<file path="src/rtl/core/tcgr_pkg.sv">
`timescale 1ns / 1ps
`default_nettype none

package tcgr_pkg;

  // Screen and font geometry.
  localparam int unsigned SCREEN_WIDTH = 800;
  localparam int unsigned TEXT_LINES   = 24;
  localparam int unsigned GLYPH_HEIGHT = 20;
  localparam int unsigned GLYPH_WIDTH  = 10;
  localparam int unsigned GLYPH_COUNT  = 256;
  localparam int unsigned STORE_DEPTH  = GLYPH_COUNT * GLYPH_HEIGHT;
  localparam int unsigned LINE_PITCH   = SCREEN_WIDTH * GLYPH_HEIGHT;

  // Field and state widths.
  localparam int unsigned CODE_W  = 8;
  localparam int unsigned ROW_W   = 5;
  localparam int unsigned BITS_W  = 10;
  localparam int unsigned ADDR_W  = 19;
  localparam int unsigned LINE_W  = 5;
  localparam int unsigned COL_W   = 10;
  localparam int unsigned IDX_W   = $clog2(STORE_DEPTH);
  localparam int unsigned GROW_W  = $clog2(GLYPH_HEIGHT);

  // Request and result codes.
  localparam logic REQ_CHAR    = 1'b0;
  localparam logic REQ_LOAD    = 1'b1;
  localparam logic KIND_ROW    = 1'b0;
  localparam logic KIND_SCROLL = 1'b1;

  // Character codes with special meaning.
  localparam logic [CODE_W-1:0] CODE_LF     = 8'd10;
  localparam logic [CODE_W-1:0] CODE_CR     = 8'd13;
  localparam logic [CODE_W-1:0] CODE_DELETE = 8'd127;
  localparam logic [CODE_W-1:0] CODE_SPACE  = 8'd32;

  typedef struct packed {
    logic              req_type;
    logic [CODE_W-1:0] char_code;
    logic [CODE_W-1:0] load_glyph;
    logic [ROW_W-1:0]  load_row;
    logic [BITS_W-1:0] load_bits;
  } tcgr_in_t;

  typedef struct packed {
    logic              result_kind;
    logic [ADDR_W-1:0] pixel_address;
    logic [BITS_W-1:0] row_pixels;
    logic              last_of_run;
  } tcgr_out_t;

  typedef struct packed {
    logic capture;
    logic store_write;
    logic new_line;
    logic start_print;
    logic start_delete;
    logic emit_row;
    logic emit_last;
    logic emit_scroll;
  } tcgr_cmd_t;

  typedef struct packed {
    logic is_load;
    logic is_newline;
    logic is_delete;
    logic col_zero;
    logic wrap;
    logic line_top;
    logic row_last;
    logic out_free;
  } tcgr_sts_t;

  typedef enum logic [1:0] {
    ST_IDLE,
    ST_DECODE,
    ST_ROWS,
    ST_SCROLL
  } tcgr_state_e;

endpackage

`default_nettype wire

</file>
<file path="src/rtl/core/tcgr_ctrl.sv">
`timescale 1ns / 1ps
`default_nettype none

module tcgr_ctrl (
  input  wire logic                clk_i,
  input  wire logic                rst_ni,
  input  wire logic                in_valid_i,
  output logic                     in_ready_o,
  input  wire tcgr_pkg::tcgr_sts_t sts_i,
  output tcgr_pkg::tcgr_cmd_t      cmd_o
);
  import tcgr_pkg::*;

  tcgr_state_e state_q, state_d;
  logic        scroll_q, scroll_d;

  always_ff @(posedge clk_i or negedge rst_ni) begin
    if (!rst_ni) begin
      state_q  <= ST_IDLE;
      scroll_q <= 1'b0;
    end else begin
      state_q  <= state_d;
      scroll_q <= scroll_d;
    end
  end

  // Next state.
  always_comb begin
    state_d  = state_q;
    scroll_d = scroll_q;
    case (state_q)
      ST_IDLE: begin
        if (in_valid_i) begin
          state_d = ST_DECODE;
        end
      end
      ST_DECODE: begin
        scroll_d = 1'b0;
        if (sts_i.is_load) begin
          state_d = ST_IDLE;
        end else if (sts_i.is_newline) begin
          state_d = sts_i.line_top ? ST_SCROLL : ST_IDLE;
        end else if (sts_i.is_delete) begin
          state_d = sts_i.col_zero ? ST_IDLE : ST_ROWS;
        end else begin
          // A character that runs off the last line scrolls after its rows.
          scroll_d = sts_i.wrap && sts_i.line_top;
          state_d  = ST_ROWS;
        end
      end
      ST_ROWS: begin
        if (sts_i.out_free && sts_i.row_last) begin
          state_d = scroll_q ? ST_SCROLL : ST_IDLE;
        end
      end
      ST_SCROLL: begin
        if (sts_i.out_free) begin
          state_d = ST_IDLE;
        end
      end
      default: begin
        state_d = ST_IDLE;
      end
    endcase
  end

  // Outputs.
  always_comb begin
    in_ready_o = 1'b0;
    cmd_o      = '0;
    case (state_q)
      ST_IDLE: begin
        in_ready_o    = 1'b1;
        cmd_o.capture = in_valid_i;
      end
      ST_DECODE: begin
        if (sts_i.is_load) begin
          cmd_o.store_write = 1'b1;
        end else if (sts_i.is_newline) begin
          cmd_o.new_line = 1'b1;
        end else if (sts_i.is_delete) begin
          cmd_o.start_delete = !sts_i.col_zero;
        end else begin
          cmd_o.start_print = 1'b1;
        end
      end
      ST_ROWS: begin
        cmd_o.emit_row  = sts_i.out_free;
        cmd_o.emit_last = sts_i.row_last && !scroll_q;
      end
      ST_SCROLL: begin
        cmd_o.emit_scroll = sts_i.out_free;
      end
      default: begin
        in_ready_o = 1'b0;
      end
    endcase
  end

endmodule

`default_nettype wire

</file>
<file path="config.mk">
export PLATFORM = sky130hd
export DESIGN_NAME = tcgr_ctrl
export DESIGN_NICKNAME = d
export VERILOG_FILES = /design/src/rtl/core/tcgr_pkg.sv /design/src/rtl/core/tcgr_ctrl.sv
export SDC_FILE = /design/constraint.sdc
export NUM_CORES = 1
export LEC_CHECK = 0
export ABC_AREA = 1
export BUFFER_PORTS_ARGS = -buffer_cell sky130_fd_sc_hd__buf_2
export CAP_MARGIN = 25
export CORE_AREA = 2 2 39 41
export CTS_CLUSTER_SIZE = 14
export DETAILED_ROUTE_END_ITERATION = 8
export DIE_AREA = 0 0 41 43
export SLEW_MARGIN = 0
export SYNTH_ARGS = -nofsm -noshare
export SYNTH_HDL_FRONTEND = slang
export SYNTH_SLANG_ARGS = --single-unit
</file>
<file path="constraint.sdc">
create_clock -name clk_i -period 1.2 [get_ports clk_i]
set_input_delay 0.12 -clock clk_i [delete_from_list [all_inputs] [get_ports clk_i]]
set_output_delay 0.12 -clock clk_i [all_outputs]
set_load 0.05 [all_outputs]
</file>
==> flow_metrics.tcl, run 1 <==
set metrics [dict create \
    status "finished, violations left" \
    violations "negative setup slack" \
    p_leak_nw 0.324 \
    synth_area_leader_cell "dfrtp_1" \
    wire_per_inst_um 9.45 \
    grt_max_degree 6 \
    cp_num_cells 6 \
    p_sw_share_pct 51.5 \
    crit_path_end_kind "output pin" \
    ff2ff_path_depth 8 \
    hold-worst-slack_ns 0.142 \
    synth-edff-count 0 \
    hp-class "in -> reg" \
    path_class "reg -> out" \
    fin_ws_ns -0.134 \
    fin_nets 89 \
    clock-sinks 3 \
    drc 0 \
    path_clk_slew_ns 0.04 \
    relSlewSlack_pct 87.8 \
    drt_iter0_drc 0 \
    netlist_top_cells_count "18 x nand2_1, 8 x nor2_1, 6 x inv_1" \
    synth_area_um2 278 \
    report.final.slew_viol_count 0 \
    die-height_um 43 \
    die_w_um 41 \
    cp_max_fo 3 \
    wl_um 879 \
    ys_seq_elements 3 \
    rows 14 \
    synth_top_area_share_pct 27.0 \
    total_power_mw 1.51 \
    drive_gt1_share_pct 57.1 \
    cp_cell_sequence "inv_2 > nand2_4 > nor2_4 > inv_4 > nor3_4 > buf_6" \
    max_stage_delay_ns 0.38 \
    via_count 418 \
    power.internal_mw 0.735 \
    cts_max_path_buffers 2 \
    grt_pass1_vias 421 \
    pwr-share-clk_pct 11.8 \
    grtUsageTotal_pct 11.7 \
    yosys-top-cells-area "dfrtp_1 27%, nand2_1 24%, nor2_1 11%, inv_1 8.1%, nor3_2 7.2%" \
    postSynthCellCount 48 \
    cap_violations 0 \
    crit_arrival_ns 1.21 \
    crit_required_ns 1.08 \
    peakVddDrop_uv 793 \
    max_freq_mhz 749 \
    dp.cells 87 \
    h-tree-depth 1 \
    yosysWarningCount 0 \
    gp_congestion 0.715 \
    instances_no_fill 93 \
    cts_tree "done" \
    synth.distinct_cells 14 \
    avgSynthCellArea_um2 5.79 \
    post-route-period-util_pct 111 \
    busiest_layer "met2" \
    via_per_inst 4.49 \
    rsz0062_at_grt "yes" \
    power_density_nw_per_um2 2420 \
    async_flop_share_pct 100 \
    fin_crit_ns 1.33 \
    worst-path-buf-inv 3 \
    setup_violations 9 \
    synthMostInstantiatedCell "nand2_1" \
    fin_skew_ns 0.000264 \
    synthFlopType "dfrtp_1" \
    p_switching_mw 0.780 \
    worst_pin_slew_ns 0.183 \
    firstDrtPassIters 1 \
    comb_power_share_pct 75.8 \
    start_util_pct 20.1 \
    antenna_cells 0 \
    p_seq_share_pct 12.4 \
    area_growth_pct 125 \
    critPathTopFamily "flip-flops" \
    post-route-cell-area_um2 626 \
    synth_fp_nets 59 \
    clockRootBuffer "clkbuf_4" \
    core_area_um2 1380 \
    antenna_found_initial 0 \
    grt_use_met2_pct 20.3 \
    grt_pass1_wl_um 1430 \
    placed_area_um2 463 \
    ant_nets 0 \
    die_area_um2 1760 \
    tns_ns -0.727 \
    io_pins 20 \
    place_hpwl_um 641 \
    grt_util_met1_pct 11.4 \
    seq_area_frac_synth_pct 27.0 \
    grt_overflow_total 0 \
    clk_latency_ns 0.23 \
    cts_buffers 3 \
    cp_slowest_cell "dfrtp_1" \
    hold_depth 3 \
    finalHoldViolations 0 \
    met3_usage_pct 5.24 \
    io_buffers 19 \
    setup.worst_path.start_class "flip-flop" \
]
==> worst register-to-register path, cell delays in order, from the launching register on <==
cell and delay (ns):
dfrtp_1 0.38, buf_4 0.14, buf_6 0.12, nor2_4 0.10, nand2_1 0.06, nand2_1 0.07
inv_1 0.04, nand2_1 0.05, nand2_1 0.05
==> cell families after synthesis <==
| group | after synthesis | synth area share (%) |
|---|---|---|
| flip-flops | 3 | 27.0 |
| buffers and inverters | 8 | 10.8 |
| AO/OA/AOI/OAI | 1 | 1.80 |
| AND/OR/NAND/NOR | 36 | 60.4 |
==> cells in the final DEF (no fill, tap or decap), drive strengths merged <==
cell,instances
buf,24
nor3,3
dlygate4sd3,1
and3,1
dfrtp,3
nand2,19
inv,8
nand3,3
o21ai,1
nand4,1
clkbuf,4
nor2,9
==> worst paths after layout <==
check                            from          to  slack, ns
max                        state_q[1]    cmd_o[3]      -0.13
min                          sts_i[3]    scroll_q       0.14
max reg2reg                state_q[1]  state_q[0]       0.07
min reg2reg                  scroll_q    scroll_q       0.59
max in group asynchronous      rst_ni  state_q[0]       0.87
min in group asynchronous      rst_ni  state_q[1]       0.21
==> registers in the layout (all words and copies together) (netlist names) <==
name and cells:
scroll_q 1, state_q 2
==> per-layer routing <==
| metal | up-vias | routed length [um] |
|---|---|---|
| li1 | 209 | - |
| met2 | 19 | 471 |
| met3 | 0 | 76 |
| met1 | 190 | 331 |
| met4 | 0 | 0 |
| met5 | - | 0 |
==> stage by stage <==
step / util [%] / worst slack (ns)
finish: 45.2 / -0.134
global route: 45.2 / -0.216
CTS: 42.5 / -0.181
detailed placement: 33.5 / 0.00103
global placement: 33.5 / 0.0202
floorplan: - / -0.135
==> final cells by class <==
cell class              instances  area (um^2)
inverters                       8         32.5
fillers                       152          758
flip-flops and latches          3         76.3
clock buffers                   4         26.3
multi-input cells              37          256
repair buffers                 25          214
well taps                      16         20.0
==> power by group through the flow <==
stage | Clock (mW) | Combinational (mW) | Sequential (mW)
2_1_floorplan | 0 | 0.564 | 0.204
3_3_place_gp | 0 | 0.832 | 0.175
3_5_place_dp | 0 | 0.835 | 0.175
4_1_cts | 0.188 | 1.04 | 0.176
5_1_grt | 0.198 | 1.24 | 0.194
6_report | 0.179 | 1.15 | 0.187
==> repair_timing <==
| action | 4_1_cts | 5_1_grt |
|---|---|---|
| hold buffers | 1 | 0 |
| endpoints found under the setup margin | 9 | 10 |
| hold endpoints to repair | 3 | 0 |
| setup buffers | 1 | 0 |
| pin swaps | 1 | 4 |
| gates resized for setup | 23 | 11 |
Note: power is estimated with default switching activity, not from simulation.
==> inputs of run 2 (changes only) <==
--- a/config.mk
+++ b/config.mk
@@ -5,7 +5,6 @@
 export SDC_FILE = /design/constraint.sdc
 export NUM_CORES = 1
 export LEC_CHECK = 0
-export ABC_AREA = 1
 export BUFFER_PORTS_ARGS = -buffer_cell sky130_fd_sc_hd__buf_2
 export CAP_MARGIN = 25
 export CORE_AREA = 2 2 39 41
==> flow_metrics.tcl, run 2 <==
set metrics [dict create \
    status "finished, violations left" \
    violations "negative setup slack" \
    grt_max_degree 9 \
    cts_buffers 3 \
    firstDrtPassIters 2 \
    ant_nets 0 \
    avgSynthCellArea_um2 8.47 \
    cap_violations 0 \
    die_area_um2 1760 \
    async_flop_share_pct 100 \
    finalHoldViolations 0 \
    final_common_cell "buf_2" \
    postSynthCellCount 30 \
    max_freq_mhz 623 \
    ys_seq_elements 3 \
    clk_latency_ns 0.23 \
    placed_area_um2 424 \
    path_clk_slew_ns 0.04 \
    peakVddDrop_uv 907 \
    io_pins 20 \
    layout_common_cells "10 x buf_2, 8 x buf_6, 7 x buf_4" \
    fin_ws_ns -0.406 \
    yosysWarningCount 0 \
    clock-sinks 3 \
    antenna_found_initial 0 \
    setup_violations 11 \
    pre_cts_slack_ns -0.212 \
    via_count 340 \
    gp_congestion 0.649 \
    power_density_nw_per_um2 2340 \
    p_leak_nw 0.284 \
    wire_per_inst_um 10.1 \
    grtUsageTotal_pct 10.4 \
    seq_area_frac_synth_pct 29.6 \
    rsz0062_at_grt "yes" \
    drc 0 \
    synth_area_leader_cell "dfrtp_1" \
    die-height_um 43 \
    place_hpwl_um 555 \
    synth.distinct_cells 19 \
    h-tree-depth 1 \
    report.final.slew_viol_count 0 \
    hp-class "in -> reg" \
    via_per_inst 4.36 \
    drive_gt1_share_pct 69.4 \
    grt_pass1_wl_um 1240 \
    synth-edff-count 0 \
    drt_iter0_drc 1 \
    fillers 139 \
    synthFlopType "dfrtp_1" \
    fin_skew_ns 0.00207 \
    cts_tree "done" \
    crit_arrival_ns 1.49 \
    synth_top_area_share_pct 29.6 \
    path_class "reg -> out" \
    crit_required_ns 1.08 \
    largest_registers "state_q (2), scroll_q (1)" \
    yosys-top-cells-area "dfrtp_1 30%, nor2b_1 7.4%, nor3_4 6.4%, o21ai_0 5.9%, nor2_1 5.9%" \
    rows 14 \
    synth_area_um2 254 \
    post-route-cell-area_um2 599 \
    crit_path_end_kind "output pin" \
    area_growth_pct 136 \
    clockRootBuffer "clkbuf_4" \
    grt_overflow_total 0 \
    synth_fp_nets 41 \
    wl_um 784 \
    relSlewSlack_pct 83.9 \
    largest_reg_flops 2 \
    antenna_cells 0 \
    start_util_pct 18.4 \
    io_buffers 19 \
    final_util_pct 43.3 \
    core_area_um2 1380 \
    netlist_top_cells_count "4 x nor2_1, 3 x dfrtp_1, 3 x nor2b_1, 3 x o21ai_0" \
    cp_max_fo 4 \
    die_w_um 41 \
    worst_pin_slew_ns 0.240 \
    grt_pass1_vias 332 \
    fin_nets 74 \
    synthMostInstantiatedCell "nor2_1" \
    largest-register "state_q" \
    post-route-period-util_pct 134 \
    fin_crit_ns 1.61 \
    setup.worst_path.start_class "flip-flop" \
    cts_max_path_buffers 2 \
]
==> run 2: changes by cell type in the layout (fill, tap and decap cells not counted), sizes merged, moves of 2 or more <==
cell,previous run,this run
a21oi,0,2
o21ai,1,3
nor3,3,1
nor2,9,4
inv,8,2
buf,24,28
nand2,19,1
nor2b,0,3
nand3,3,0
==> run 2: repair_timing <==
action                                 4_1_cts  5_1_grt
setup buffers                                5        0
setup endpoints to repair                   10       11
hold buffers                                 1        0
pin swaps                                    5        0
gates resized for setup                     30        2
endpoints found under the hold margin        3        0
==> run 2: report_power, final <==
part / leakage [nW] / switching (mW) / internal (mW)
clock network: 0.0150 / 0.0533 / 0.125
registers: 0.0396 / 0.0215 / 0.139
logic: 0.229 / 0.566 / 0.495
total: 0.284 / 0.641 / 0.759
==> run 2: per-stage QoR <==
stage | cells | hold WS [ns] | total power [mW] | TNS [ns]
finish | 78 | 0.156 | 1.40 | -2.22
global placement | 68 | -0.0803 | 0.873 | -0.656
CTS | 78 | 0.157 | 1.39 | -2.23
detailed placement | 68 | -0.0799 | 0.879 | -0.678
floorplan | 30 | -0.176 | 0.690 | -1.61
global route | 78 | 0.163 | 1.48 | -2.74
==> run 2: path summary, 6_finish.rpt <==
path | startpoint | cells after the start | slack [ns] | to
max | state_q[1] | 3 | -0.41 | cmd_o[3]
min | sts_i[3] | 2 | 0.16 | scroll_q
max reg2reg | state_q[1] | 5 | -0.13 | scroll_q
min reg2reg | scroll_q | 1 | 0.56 | scroll_q
max in group asynchronous | rst_ni | 2 | 0.88 | state_q[0]
min in group asynchronous | rst_ni | 2 | 0.21 | scroll_q
==> run 2: cell type report <==
cell class,count,area [um^2],area share (%)
inverter,2,7.51,1.25
clock buffer,4,26.3,4.38
multi-input combinational,24,223,37.2
timing repair buffer,29,248,41.3
tap,16,20.0,3.34
sequential,3,75.1,12.5
==> run 2: worst max-delay path, stage by stage, from the launching register on <==
cell and delay [ns]:
dfrtp_1 0.37, or3b_4 0.42, nor4b_4 0.26, buf_6 0.20
==> run 2: cell families after synthesis <==
group | synth area share [%]
AOI/OAI and AO/OA | 20.7
buffers and inverters | 4.43
and+or+nand+nor | 45.3
DFF | 29.6
==> run 2: metal layers <==
metal | track usage [%] | vias up | routed length [um]
li1 | - | 172 | -
met1 | 11.4 | 160 | 298
met2 | 17.5 | 8 | 451
met3 | 3.14 | 0 | 34
met4 | 4.00 | 0 | 0
met5 | 0 | - | 0
==> inputs of run 3 (changes only) <==
==> constraint.sdc (replaced) <==
create_clock -name clk_i -period 1.9 [get_ports clk_i]
set_input_delay 0.19 -clock clk_i [delete_from_list [all_inputs] [get_ports clk_i]]
set_output_delay 0.19 -clock clk_i [all_outputs]
set_load 0.05 [all_outputs]
==> flow_metrics.tcl, run 3 (synthesized netlist as in run 2, its figures left out) <==
set metrics [dict create \
    via_count 303 \
    fin_skew_ns 0.00340 \
    drc 0 \
    largest_registers "state_q (2), scroll_q (1)" \
    area_growth_pct 69.0 \
    cts_max_path_buffers 2 \
    grt_overflow_total 0 \
    cp_slowest_cell "or3b_4" \
    grtUsageTotal_pct 8.97 \
    grt_pass1_wl_um 1080 \
    critPathTopFamily "simple AND/OR/NAND/NOR gates" \
    drt_iter0_drc 1 \
    cap_violations 0 \
    peakVddDrop_uv 406 \
    p_seq_share_pct 19.0 \
    hold_depth 2 \
    fin_nets 66 \
    comb_power_share_pct 63.7 \
    clk_latency_ns 0.23 \
    wire_per_inst_um 9.44 \
    cts_buffers 3 \
    max_freq_mhz 554 \
    p_leak_nw 0.226 \
    tns_ns 0 \
    hold-worst-slack_ns 0.226 \
    fin_crit_ns 1.81 \
    clock-sinks 3 \
    io_pins 20 \
    p_sw_share_pct 53.7 \
    pwr-share-clk_pct 17.4 \
    power.internal_mw 0.288 \
    die_w_um 41 \
    worst_pin_slew_ns 0.249 \
    hp-class "in -> reg" \
    path_class "reg -> out" \
    largest-register "state_q" \
    setup_violations 0 \
    clockRootBuffer "clkbuf_4" \
    p_switching_mw 0.333 \
    post_cts_buffers 0 \
    firstDrtPassIters 2 \
    relSlewSlack_pct 83.5 \
    post-route-period-util_pct 95.1 \
    crit_arrival_ns 1.62 \
    via_per_inst 4.33 \
    finalHoldViolations 0 \
    max_stage_delay_ns 0.46 \
    ant_nets 0 \
    power_density_nw_per_um2 1450 \
    rows 14 \
    core_area_um2 1380 \
    cp_cell_sequence "or3b_4 > nor4b_4 > clkbuf_4" \
    grt_max_degree 11 \
    setup.worst_path.start_class "flip-flop" \
    largest_reg_flops 2 \
    placed_area_um2 390 \
    met3_usage_pct 1.57 \
    grt_pass1_vias 294 \
    grt_use_met2_pct 13.4 \
    io_buffers 19 \
    post-route-cell-area_um2 429 \
    report.final.slew_viol_count 0 \
    rsz0062_at_grt "no" \
    ff2ff_path_depth 3 \
    layout_common_cells "18 x buf_2, 4 x clkbuf_4" \
    cp_num_cells 3 \
    die_area_um2 1760 \
    antenna_found_initial 0 \
    path_clk_slew_ns 0.04 \
    status "finished clean" \
    die-height_um 43 \
    grt_util_met1_pct 11.1 \
    fillers 159 \
    cp_max_fo 9 \
    crit_required_ns 1.71 \
    crit_path_end_kind "output pin" \
    final_common_cell "buf_2" \
    antenna_cells 0 \
    wl_um 661 \
    busiest_layer "met2" \
    drive_gt1_share_pct 53.7 \
    start_util_pct 18.4 \
    cts_tree "done" \
    h-tree-depth 1 \
    worst-path-buf-inv 1 \
    gp_congestion 0.717 \
]
==> run 3: changes by cell type in the layout (fill, tap and decap cells not counted), sizes merged <==
cell	before	now
clkbuf	4	5
buf	28	19
==> run 3: per-stage QoR <==
| stage | setup WS (ns) | utilization [%] | cells | power (mW) |
|---|---|---|---|---|
| after floorplan | 0.195 | - | 30 | 0.417 |
| after global routing | 0.0191 | 31.0 | 70 | 0.670 |
| after CTS | 0.0658 | 30.8 | 70 | 0.632 |
| final | 0.0937 | 31.0 | 70 | 0.621 |
| after detailed placement | 0.317 | 28.2 | 65 | 0.516 |
| after global placement | 0.335 | 28.2 | 65 | 0.512 |
==> run 3: cell type report <==
cell class / count / area, um^2 / area share [%]
timing repair buffer: 21 / 115 / 26.8
tap: 16 / 20.0 / 4.66
sequential: 3 / 75.1 / 17.5
clock buffer: 4 / 26.3 / 6.12
multi-input combinational: 24 / 185 / 43.1
inverter: 2 / 7.51 / 1.75
==> run 3: timing repair <==
item                                    4_1_cts  5_1_grt
endpoints found under the setup margin        0        1
hold endpoints to repair                      3        0
gates resized for setup                       0        1
hold buffers                                  1        0
==> run 3: worst paths after layout <==
path                                  from         end  slack, ns
worst max register to register  state_q[0]    scroll_q       0.61
max in group asynchronous           rst_ni    scroll_q       1.51
worst min-delay path              sts_i[3]    scroll_q       0.23
worst min register to register    scroll_q    scroll_q       0.53
min in group asynchronous           rst_ni  state_q[0]       0.29
worst max-delay path            state_q[0]    cmd_o[3]       0.09
==> run 3: power groups by stage <==
stage / logic [mW] / clock network [mW] / registers, mW
floorplan: 0.307 / 0 / 0.110
global placement: 0.396 / 0 / 0.116
detailed placement: 0.398 / 0 / 0.118
CTS: 0.402 / 0.113 / 0.117
global route: 0.426 / 0.119 / 0.124
finish: 0.395 / 0.108 / 0.118
==> run 3: per-layer routing <==
| metal | part of all wire, % | wire length [um] |
|---|---|---|
| met4 | 0 | 0 |
| met2 | 48 | 319 |
| met5 | 0 | 0 |
| met1 | 45 | 295 |
| met3 | 6.8 | 45 |
